## src/rtl/core/smx_pkg.sv

```systemverilog
// Shared types and constants for the stack machine execute unit.
// Used by smx_stack, smx_decode and the top level; depends on nothing.
package smx_pkg;

   localparam logic [7:0] OP_END   = 8'h00;
   localparam logic [7:0] OP_STORE = 8'h01;
   localparam logic [7:0] OP_ADD   = 8'h02;
   localparam logic [7:0] OP_PUSH  = 8'h03;
   localparam logic [7:0] OP_LOAD  = 8'h05;
   localparam logic [7:0] OP_JLT   = 8'h06;
   localparam logic [7:0] OP_PRINT = 8'h07;

   localparam logic [2:0] ERR_NONE    = 3'd0;
   localparam logic [2:0] ERR_OVER    = 3'd1;
   localparam logic [2:0] ERR_UNDER   = 3'd2;
   localparam logic [2:0] ERR_ADDR    = 3'd3;
   localparam logic [2:0] ERR_ILLEGAL = 3'd4;

   typedef struct packed {
      logic [7:0] opcode;
      logic [7:0] operand;
   } req_type;

   typedef struct packed {
      logic [7:0]        next_pc;
      logic              print_valid;
      logic signed [7:0] print_value;
      logic              halted;
      logic [2:0]        error_code;
   } rsp_type;

   typedef enum logic [2:0] {
      STK_HOLD,
      STK_PUSH,
      STK_POP,
      STK_POP2,
      STK_ADD
   } stk_op_type;

   typedef struct packed {
      stk_op_type stk_op;
      logic [7:0] stk_value;
      logic       mem_we;
      logic       halt_set;
   } ctl_type;

endpackage

```

## src/rtl/core/smx_ram.sv

```systemverilog
// Generic single-write, single-read RAM with a registered read port.
// Stand-alone; no package dependencies.
module smx_ram #(
   parameter int WIDTH = 8,
   parameter int DEPTH = 4
) (
   input  logic                               clock,
   input  logic                               we,
   input  logic [(DEPTH > 1 ? $clog2(DEPTH) : 1)-1:0] waddr,
   input  logic [WIDTH-1:0]                   wdata,
   input  logic                               re,
   input  logic [(DEPTH > 1 ? $clog2(DEPTH) : 1)-1:0] raddr,
   output logic [WIDTH-1:0]                   rdata
);

   logic [WIDTH-1:0] mem_ff [DEPTH];
   logic [WIDTH-1:0] rdata_ff;

   always_ff @(posedge clock) begin
      if (we) begin
         mem_ff[waddr] <= wdata;
      end
      if (re) begin
         rdata_ff <= mem_ff[raddr];
      end
   end

   assign rdata = rdata_ff;

endmodule

```

## src/rtl/core/smx_stack.sv

```systemverilog
// Operand stack kept as a shift register with the top entry at index 0.
// Depends on smx_pkg for the stack operation codes.
module smx_stack #(
   parameter int STACK_DEPTH = 8
) (
   input  logic                                 clock,
   input  logic                                 reset,
   input  smx_pkg::stk_op_type                  op,
   input  logic [7:0]                           value,
   output logic [7:0]                           top,
   output logic [7:0]                           below,
   output logic [$clog2(STACK_DEPTH+1)-1:0]     count
);

   localparam int CW = $clog2(STACK_DEPTH + 1);

   logic [7:0]    entries_ff [STACK_DEPTH];
   logic [7:0]    entries_in [STACK_DEPTH];
   logic [CW-1:0] count_ff;
   logic [CW-1:0] count_in;

   always_comb begin
      entries_in = entries_ff;
      count_in   = count_ff;
      case (op)
         smx_pkg::STK_PUSH: begin
            entries_in[0] = value;
            for (int i = 1; i < STACK_DEPTH; i++) begin
               entries_in[i] = entries_ff[i-1];
            end
            count_in = count_ff + CW'(1);
         end
         smx_pkg::STK_POP: begin
            for (int i = 0; i < STACK_DEPTH - 1; i++) begin
               entries_in[i] = entries_ff[i+1];
            end
            entries_in[STACK_DEPTH-1] = 8'd0;
            count_in = count_ff - CW'(1);
         end
         smx_pkg::STK_POP2: begin
            for (int i = 0; i < STACK_DEPTH - 2; i++) begin
               entries_in[i] = entries_ff[i+2];
            end
            entries_in[STACK_DEPTH-2] = 8'd0;
            entries_in[STACK_DEPTH-1] = 8'd0;
            count_in = count_ff - CW'(2);
         end
         smx_pkg::STK_ADD: begin
            // Two entries leave and their sum takes the top.
            entries_in[0] = value;
            for (int i = 1; i < STACK_DEPTH - 1; i++) begin
               entries_in[i] = entries_ff[i+1];
            end
            entries_in[STACK_DEPTH-1] = 8'd0;
            count_in = count_ff - CW'(1);
         end
         default: begin
            entries_in = entries_ff;
            count_in   = count_ff;
         end
      endcase
   end

   always_ff @(posedge clock) begin
      entries_ff <= entries_in;
      if (reset) begin
         count_ff <= '0;
      end else begin
         count_ff <= count_in;
      end
   end

   assign top   = entries_ff[0];
   assign below = entries_ff[1];
   assign count = count_ff;

endmodule

```

## src/rtl/core/smx_decode.sv

```systemverilog
// Combinational execute logic: decodes one instruction against the current
// machine state. Depends on smx_pkg for opcodes, error codes and types.
module smx_decode #(
   parameter int STACK_DEPTH = 8,
   parameter int MEM_WORDS   = 4
) (
   input  smx_pkg::req_type                     item,
   input  logic [$clog2(STACK_DEPTH+1)-1:0]     count,
   input  logic [7:0]                           top,
   input  logic [7:0]                           below,
   input  logic [7:0]                           mem_word,
   input  logic [7:0]                           pc,
   input  logic                                 halt,
   output smx_pkg::ctl_type                     ctl,
   output smx_pkg::rsp_type                     rsp
);

   localparam int CW = $clog2(STACK_DEPTH + 1);

   logic          addr_bad;
   logic          full;
   logic          lt_two;
   logic          empty;
   logic [7:0]    pc_plus1;
   logic [7:0]    pc_plus2;
   logic [2:0]    err;
   logic [7:0]    pc_new;

   assign addr_bad = {1'b0, item.operand} >= 9'(MEM_WORDS);
   assign full     = count >= CW'(STACK_DEPTH);
   assign lt_two   = count < CW'(2);
   assign empty    = count == '0;
   assign pc_plus1 = pc + 8'd1;
   assign pc_plus2 = pc + 8'd2;

   always_comb begin
      ctl.stk_op    = smx_pkg::STK_HOLD;
      ctl.stk_value = item.operand;
      ctl.mem_we    = 1'b0;
      ctl.halt_set  = 1'b0;
      err           = smx_pkg::ERR_NONE;
      pc_new        = pc;
      rsp.print_valid = 1'b0;
      rsp.print_value = 8'sd0;
      if (!halt) begin
         unique case (item.opcode)
            smx_pkg::OP_END: begin
               ctl.halt_set = 1'b1;
            end
            smx_pkg::OP_STORE: begin
               if (addr_bad) begin
                  err = smx_pkg::ERR_ADDR;
               end else if (empty) begin
                  err = smx_pkg::ERR_UNDER;
               end else begin
                  ctl.mem_we = 1'b1;
                  ctl.stk_op = smx_pkg::STK_POP;
                  pc_new     = pc_plus2;
               end
            end
            smx_pkg::OP_LOAD: begin
               if (addr_bad) begin
                  err = smx_pkg::ERR_ADDR;
               end else if (full) begin
                  err = smx_pkg::ERR_OVER;
               end else begin
                  ctl.stk_op    = smx_pkg::STK_PUSH;
                  ctl.stk_value = mem_word;
                  pc_new        = pc_plus2;
               end
            end
            smx_pkg::OP_PUSH: begin
               if (full) begin
                  err = smx_pkg::ERR_OVER;
               end else begin
                  ctl.stk_op = smx_pkg::STK_PUSH;
                  pc_new     = pc_plus2;
               end
            end
            smx_pkg::OP_ADD: begin
               if (lt_two) begin
                  err = smx_pkg::ERR_UNDER;
               end else begin
                  ctl.stk_op    = smx_pkg::STK_ADD;
                  ctl.stk_value = top + below;
                  pc_new        = pc_plus1;
               end
            end
            smx_pkg::OP_JLT: begin
               if (lt_two) begin
                  err = smx_pkg::ERR_UNDER;
               end else begin
                  ctl.stk_op = smx_pkg::STK_POP2;
                  pc_new = ($signed(below) < $signed(top)) ? item.operand : pc_plus2;
               end
            end
            smx_pkg::OP_PRINT: begin
               if (addr_bad) begin
                  err = smx_pkg::ERR_ADDR;
               end else begin
                  rsp.print_valid = 1'b1;
                  rsp.print_value = $signed(mem_word);
                  pc_new          = pc_plus2;
               end
            end
            default: begin
               err = smx_pkg::ERR_ILLEGAL;
            end
         endcase
         if (err != smx_pkg::ERR_NONE) begin
            ctl.halt_set = 1'b1;
         end
      end
      rsp.next_pc    = pc_new;
      rsp.halted     = halt | ctl.halt_set;
      rsp.error_code = err;
   end

endmodule

```

## src/rtl/core/stack_machine_execute_unit.sv

```systemverilog
// Top level of the stack machine execute unit.
// Depends on smx_pkg, smx_ram, smx_stack and smx_decode.

// The unit executes one fetched instruction (opcode and operand byte) per
// item and returns one result item for each: the next program counter, a
// printed data word if any, the halt flag and an error code. It sustains one
// instruction per clock cycle unless rsp_stall holds a full result register.
// The data memory word at the operand address is read into a register as
// the item is taken into the input register, and the execute step then
// writes the result register once that register is free or being emptied.
// Back-to-back instructions see each other's effects: a store followed at
// once by a load or print of the same address has its data forwarded around
// the memory. The data memory comes out of reset reading all zero through a
// per-word valid bit, so there is no clearing pass and the unit takes items
// from the first cycle after reset. Once an end instruction or a faulting
// instruction has set the halt flag, every later item is answered with the
// held program counter, halted set and no error, and only reset restarts
// the machine.
module stack_machine_execute_unit #(
   parameter int STACK_DEPTH = 8,
   parameter int MEM_WORDS   = 4
) (
   input  logic             clock,
   input  logic             reset,
   input  logic             req_valid,
   output logic             req_stall,
   input  smx_pkg::req_type req_item,
   output logic             rsp_valid,
   input  logic             rsp_stall,
   output smx_pkg::rsp_type rsp_item
);

   localparam int AW = (MEM_WORDS > 1) ? $clog2(MEM_WORDS) : 1;
   localparam int CW = $clog2(STACK_DEPTH + 1);

   // Input register: holds the instruction while its memory word is read.
   smx_pkg::req_type req_ff;
   logic             req_valid_ff;
   logic             req_valid_in;

   // Result register.
   smx_pkg::rsp_type rsp_ff;
   logic             rsp_valid_ff;
   logic             rsp_valid_in;

   // Machine state kept here; the stack lives in smx_stack.
   logic [7:0]           pc_ff;
   logic [7:0]           pc_in;
   logic                 halt_ff;
   logic                 halt_in;
   logic [MEM_WORDS-1:0] mem_valid_ff;
   logic [MEM_WORDS-1:0] mem_valid_in;

   // Forwarding of a store that retires in the same cycle the read is issued.
   logic       fwd_ff;
   logic       fwd_in;
   logic [7:0] fwd_data_ff;
   logic       word_valid_ff;
   logic       word_valid_in;

   logic                 accept_in;
   logic                 exec;
   logic [AW-1:0]        raddr;
   logic [AW-1:0]        waddr;
   logic                 mem_we;
   logic [7:0]           ram_rdata;
   logic [7:0]           mem_word;
   logic [7:0]           stk_top;
   logic [7:0]           stk_below;
   logic [CW-1:0]        stk_count;
   smx_pkg::stk_op_type  stk_op;
   smx_pkg::ctl_type     ctl;
   smx_pkg::rsp_type     rsp_next;

   // The instruction in the input register executes whenever the result
   // register is free or is being emptied in this cycle.
   assign exec      = req_valid_ff && (!rsp_valid_ff || !rsp_stall);
   assign req_stall = req_valid_ff && !exec;
   assign accept_in = req_valid && !req_stall;

   assign raddr  = req_item.operand[AW-1:0];
   assign waddr  = req_ff.operand[AW-1:0];
   assign mem_we = exec && ctl.mem_we;
   assign stk_op = exec ? ctl.stk_op : smx_pkg::STK_HOLD;

   smx_ram #(
      .WIDTH (8),
      .DEPTH (MEM_WORDS)
   ) u_data_mem (
      .clock (clock),
      .we    (mem_we),
      .waddr (waddr),
      .wdata (stk_top),
      .re    (accept_in),
      .raddr (raddr),
      .rdata (ram_rdata)
   );

   smx_stack #(
      .STACK_DEPTH (STACK_DEPTH)
   ) u_stack (
      .clock (clock),
      .reset (reset),
      .op    (stk_op),
      .value (ctl.stk_value),
      .top   (stk_top),
      .below (stk_below),
      .count (stk_count)
   );

   // A word that was never written reads as zero.
   assign mem_word = fwd_ff ? fwd_data_ff : (word_valid_ff ? ram_rdata : 8'd0);

   smx_decode #(
      .STACK_DEPTH (STACK_DEPTH),
      .MEM_WORDS   (MEM_WORDS)
   ) u_decode (
      .item     (req_ff),
      .count    (stk_count),
      .top      (stk_top),
      .below    (stk_below),
      .mem_word (mem_word),
      .pc       (pc_ff),
      .halt     (halt_ff),
      .ctl      (ctl),
      .rsp      (rsp_next)
   );

   always_comb begin
      req_valid_in  = accept_in ? 1'b1 : (req_valid_ff && !exec);
      rsp_valid_in  = exec ? 1'b1 : (rsp_valid_ff && rsp_stall);
      pc_in         = exec ? rsp_next.next_pc : pc_ff;
      halt_in       = exec ? (halt_ff | ctl.halt_set) : halt_ff;
      mem_valid_in  = mem_valid_ff;
      if (mem_we) begin
         mem_valid_in[waddr] = 1'b1;
      end
      // The full operand is compared so an out-of-range read never matches.
      fwd_in        = mem_we && (req_ff.operand == req_item.operand);
      word_valid_in = mem_valid_ff[raddr];
   end

   always_ff @(posedge clock) begin
      if (reset) begin
         req_valid_ff <= 1'b0;
         rsp_valid_ff <= 1'b0;
         pc_ff        <= 8'd0;
         halt_ff      <= 1'b0;
         mem_valid_ff <= '0;
      end else begin
         req_valid_ff <= req_valid_in;
         rsp_valid_ff <= rsp_valid_in;
         pc_ff        <= pc_in;
         halt_ff      <= halt_in;
         mem_valid_ff <= mem_valid_in;
      end
   end

   always_ff @(posedge clock) begin
      if (accept_in) begin
         req_ff        <= req_item;
         fwd_ff        <= fwd_in;
         fwd_data_ff   <= stk_top;
         word_valid_ff <= word_valid_in;
      end
      if (exec) begin
         rsp_ff <= rsp_next;
      end
   end

   assign rsp_valid = rsp_valid_ff;
   assign rsp_item  = rsp_ff;

endmodule
```

## config.mk

```make
export PLATFORM = sky130hd
export DESIGN_NAME = stack_machine_execute_unit
export DESIGN_NICKNAME = d
export VERILOG_FILES = /design/src/rtl/core/smx_pkg.sv /design/src/rtl/core/smx_ram.sv /design/src/rtl/core/smx_stack.sv /design/src/rtl/core/smx_decode.sv /design/src/rtl/core/stack_machine_execute_unit.sv
export SDC_FILE = /design/constraint.sdc
export NUM_CORES = 1
export LEC_CHECK = 0
export BUFFER_PORTS_ARGS = -buffer_cell sky130_fd_sc_hd__clkbuf_2
export CORE_MARGIN = 2
export CORE_UTILIZATION = 62
export CTS_CLUSTER_SIZE = 12
export DETAILED_ROUTE_END_ITERATION = 8
export HOLD_SLACK_MARGIN = 0.05
export PLACE_DENSITY = 0.88
export REMOVE_ABC_BUFFERS = 1
export SKIP_CTS_REPAIR_TIMING = 1
export SLEW_MARGIN = 30
export SYNTH_ARGS = -nofsm -noshare
export SYNTH_HDL_FRONTEND = slang
export SYNTH_HIERARCHICAL = 1
export SYNTH_SLANG_ARGS = --single-unit
```

## constraint.sdc

```tcl
create_clock -name clock -period 11.4 [get_ports clock]
set_input_delay 1.14 -clock clock [delete_from_list [all_inputs] [get_ports clock]]
set_output_delay 1.14 -clock clock [all_outputs]
set_load 0.01 [all_outputs]
```

==> results.yml <==
sta:
  period_needed_ps: 4570
  hold_violations: 0
  worst_hold_slack_ps: 494
  clock-skew-final_ps: 11.3
  maxSlewHeadroom_pct: 32.4
  fin_tns_setup_ps: 0
  rsz0062_at_grt: "false"
  worst_pin_slew_ps: 1010
  fin_ws_ps: 6830
  fmax_mhz: 219
  fin_crit_sh_pct: 40.1
  setup_viol: 0
  drv_slew: 0
worst_setup_path:
  reg2reg_slack_ps: 6830
  cpLargestDelayFamily: "simple AND/OR/NAND/NOR gates"
  crit_path_cell_trace: "nor3_2, nor2_1, nand3_1, inv_1, and2_2, nand2b_1, a21oi_4, buf_4, ha_1, a21o_1, a21oi_1, xnor3_1, o2bb2ai_1"
  cpMaxStageDelayCell: "nor3_2"
  required_ps: 11770
  arrival_ps: 4940
  r2r_start: "u_stack/count[3]"
  r2r_cells: 13
  r2r_end: "u_stack/count[3]"
  criticalPathCategory: "register to register"
  cp.buffers_inverters: 2
  startpoint_type: "register"
  end_kind: "register"
  critPathMaxStageDelay_ps: 730
  crit_path_max_fanout: 52
yosys:
  synth_seq_cells: 170
  yosysWarnings: 6
  yosysUniqueCellTypes: 83
  synthTopCellsByCount: "edfxtp_1, nand2_1, a21oi_1"
  yosysMostFrequentCell: "edfxtp_1"
  yosysTopAreaCellShare_pct: 50.2
  synthCells: 803
  syn_area_per_cell_um2: 11.3
  syn-cell-area_um2: 9030
  synth_edf_count: 151
  seq_area_frac_synth_pct: 54.4
  synthArstFlopShare_pct: 0
  synth_area_leaders: "edfxtp_1, nand2_1, dfxtp_1"
  synth_top_cell_by_area: "edfxtp_1"
  synth_ff_type: "edfxtp_1"
placed_design:
  dpl.hpwl_um: 13800
  dpl.cell_count: 974
  io_buffer_count: 42
  place_ws_ps: 6950
  gp_congestion: 0.982
  dpl_cell_area_um2: 9180
pwr:
  combPwrFrac_pct: 3.3
  peakVddDrop_uv: 104
  swShare_pct: 23.6
  p_int_w: 0.00101
  leakagePower_nw: 3.60
  powerDensity_nw_per_um2: 135
  p_clk_share_pct: 44.5
  power_switching_w: 0.000313
  seqPwrFrac_pct: 52.2
flow_run:
  cap_violations: 0
global_route:
  grt_start_max_net_pins: 65
  gr-max-usage-layer: "met2"
  gr-usage-met3_pct: 5.50
  grt_pass1_wl_um: 34100
  track_usage_pct: 28.0
  overflow: 0
  first_global_vias: 6313
  use_met2_pct: 43.8
  grt_util_met1_pct: 39.3
  antenna_found_initial: 0
clock_tree:
  numCtsBuffers: 17
  cts_sinks: 170
  cts-root-buf: "clkbuf_16"
  clock_tree.buffer_depth: 2
  clk_pin_slew_ps: 60
  h-tree-depth: 4
  cts_tree: "built"
  insertion_delay_ps: 440
finish:
  syn_to_final_growth_pct: 8.34
  fin_nets: 851
  fillers: 995
  drive_gt1_share_pct: 14.2
  final_area_um2: 9790
  fin_cells: 1006
  antenna_cells: 0
die:
  die_area_um2: 15600
  die_y_um: 125
  fp.dieW_um: 125
  rows: 44
  placeableCoreArea_um2: 14400
  start_util_pct: 62.9
  ios: 43
routing:
  wirelength_um: 21300
  ant_nets: 0
  drcViolationCount: 0
  vias: 6670
  routedWlPerCell_um: 21.1
  avgViaCountPerCell: 6.63
  drt-pass1-iter-count: 8
  drt_iter0_drc: 893
min_path:
  hp-start: "req_valid_ff"
  hold_path_depth: 2
  hold_path_end: "rsp_valid"
  hold_path.class: "register to register"
status:
  status: "finished clean"
through the flow:
step | utilization [%] | power [W]
global placement | 63.7 | 0.000747
finish | 68.1 | 0.00133
CTS | 68.1 | 0.00133
detailed placement | 63.9 | 0.000748
global route | 68.1 | 0.00136
floorplan | - | 0.000727
metal layers:
| layer | up-vias | share of wire, % |
|---|---|---|
| met1 | 3218 | 42 |
| met3 | 52 | 8.4 |
| met5 | - | 0 |
| met2 | 396 | 47 |
| met4 | 0 | 2.6 |
| li1 | 3004 | - |
sequential cells by signal, indices dropped and copies added, names as in the netlist:
| register | count |
|---|---|
| fwd_ff | 1 |
| rsp_item | 21 |
| u_stack/top | 8 |
| req_ff | 16 |
| req_valid_ff | 1 |
| rsp_valid | 1 |
| pc_ff | 8 |
| word_valid_ff | 1 |
| u_stack/below | 8 |
| u_data_mem/mem_ff | 32 |
| u_stack/count | 4 |
| u_data_mem/rdata | 8 |
| fwd_data_ff | 8 |
| halt_ff | 1 |
| u_stack/entries_ff | 48 |
| mem_valid_ff | 4 |
power by group through the flow:
stage	clock, W	sequential (W)	combinational [W]
2_1_floorplan	0	0.000704	0.0000229
3_3_place_gp	0	0.000705	0.0000419
3_5_place_dp	0	0.000706	0.0000423
4_1_cts	0.000595	0.000692	0.0000430
5_1_grt	0.000617	0.000694	0.0000468
6_report	0.000590	0.000692	0.0000436
placed cells by master (no fill, tap or decap), drive strengths merged, types with 5 or more instances in the layout:
cell / count
buf: 7
o21ai: 25
xor2: 15
a22o: 16
nor3b: 5
nand2: 137
mux4: 9
a211oi: 5
nor3: 13
a21oi: 44
inv: 35
clkbuf: 60
nand2b: 9
nor2b: 10
and3: 10
and2: 22
dfxtp: 19
nor2: 30
ha: 20
nor4: 9
nand3: 14
edfxtp: 151
a22oi: 40
xnor2: 5
o211ai: 9
a31oi: 9
mux2i: 11
how the worst max path moves through the flow:
stage                                start  cells after the start          endpoint
after global routing      u_stack/count[3]                     13  u_stack/count[3]
after CTS                 u_stack/count[3]                     13  u_stack/count[3]
after floorplan                 req_ff[13]                      9  u_stack/count[1]
final                     u_stack/count[3]                     13  u_stack/count[3]
after global placement          req_ff[13]                     13  u_stack/count[2]
after detailed placement  u_stack/count[3]                     13  u_stack/count[3]
area by class of cell:
cell class                      count  area, um^2  area share (%)
Inverter                           28         113            1.15
Sequential cell                   170        4910            50.2
Timing Repair Buffer               49         278            2.84
Tap cell                          184         230            2.35
Clock inverter                     14         179            1.83
Multi-Input combinational cell    543        3640            37.2
Clock buffer                       18         429            4.38
cells by family after synthesis:
kind of cell,Yosys count,synth area share (%)
simple gates,278,15.6
compound gates,201,15.6
flops,170,54.4
buf+inv,90,5.43
fa+ha+maj,22,3.21
xor+xnor,21,2.19
mux,21,3.59
tightest hold or removal path, delay by kind of cell (launching register included):
kind / cells / cell delay [ps]
DFF: 1 / 340
and+or+nand+nor: 1 / 80
AOI/OAI and AO/OA: 1 / 50
(Power assumes the default switching activity.)
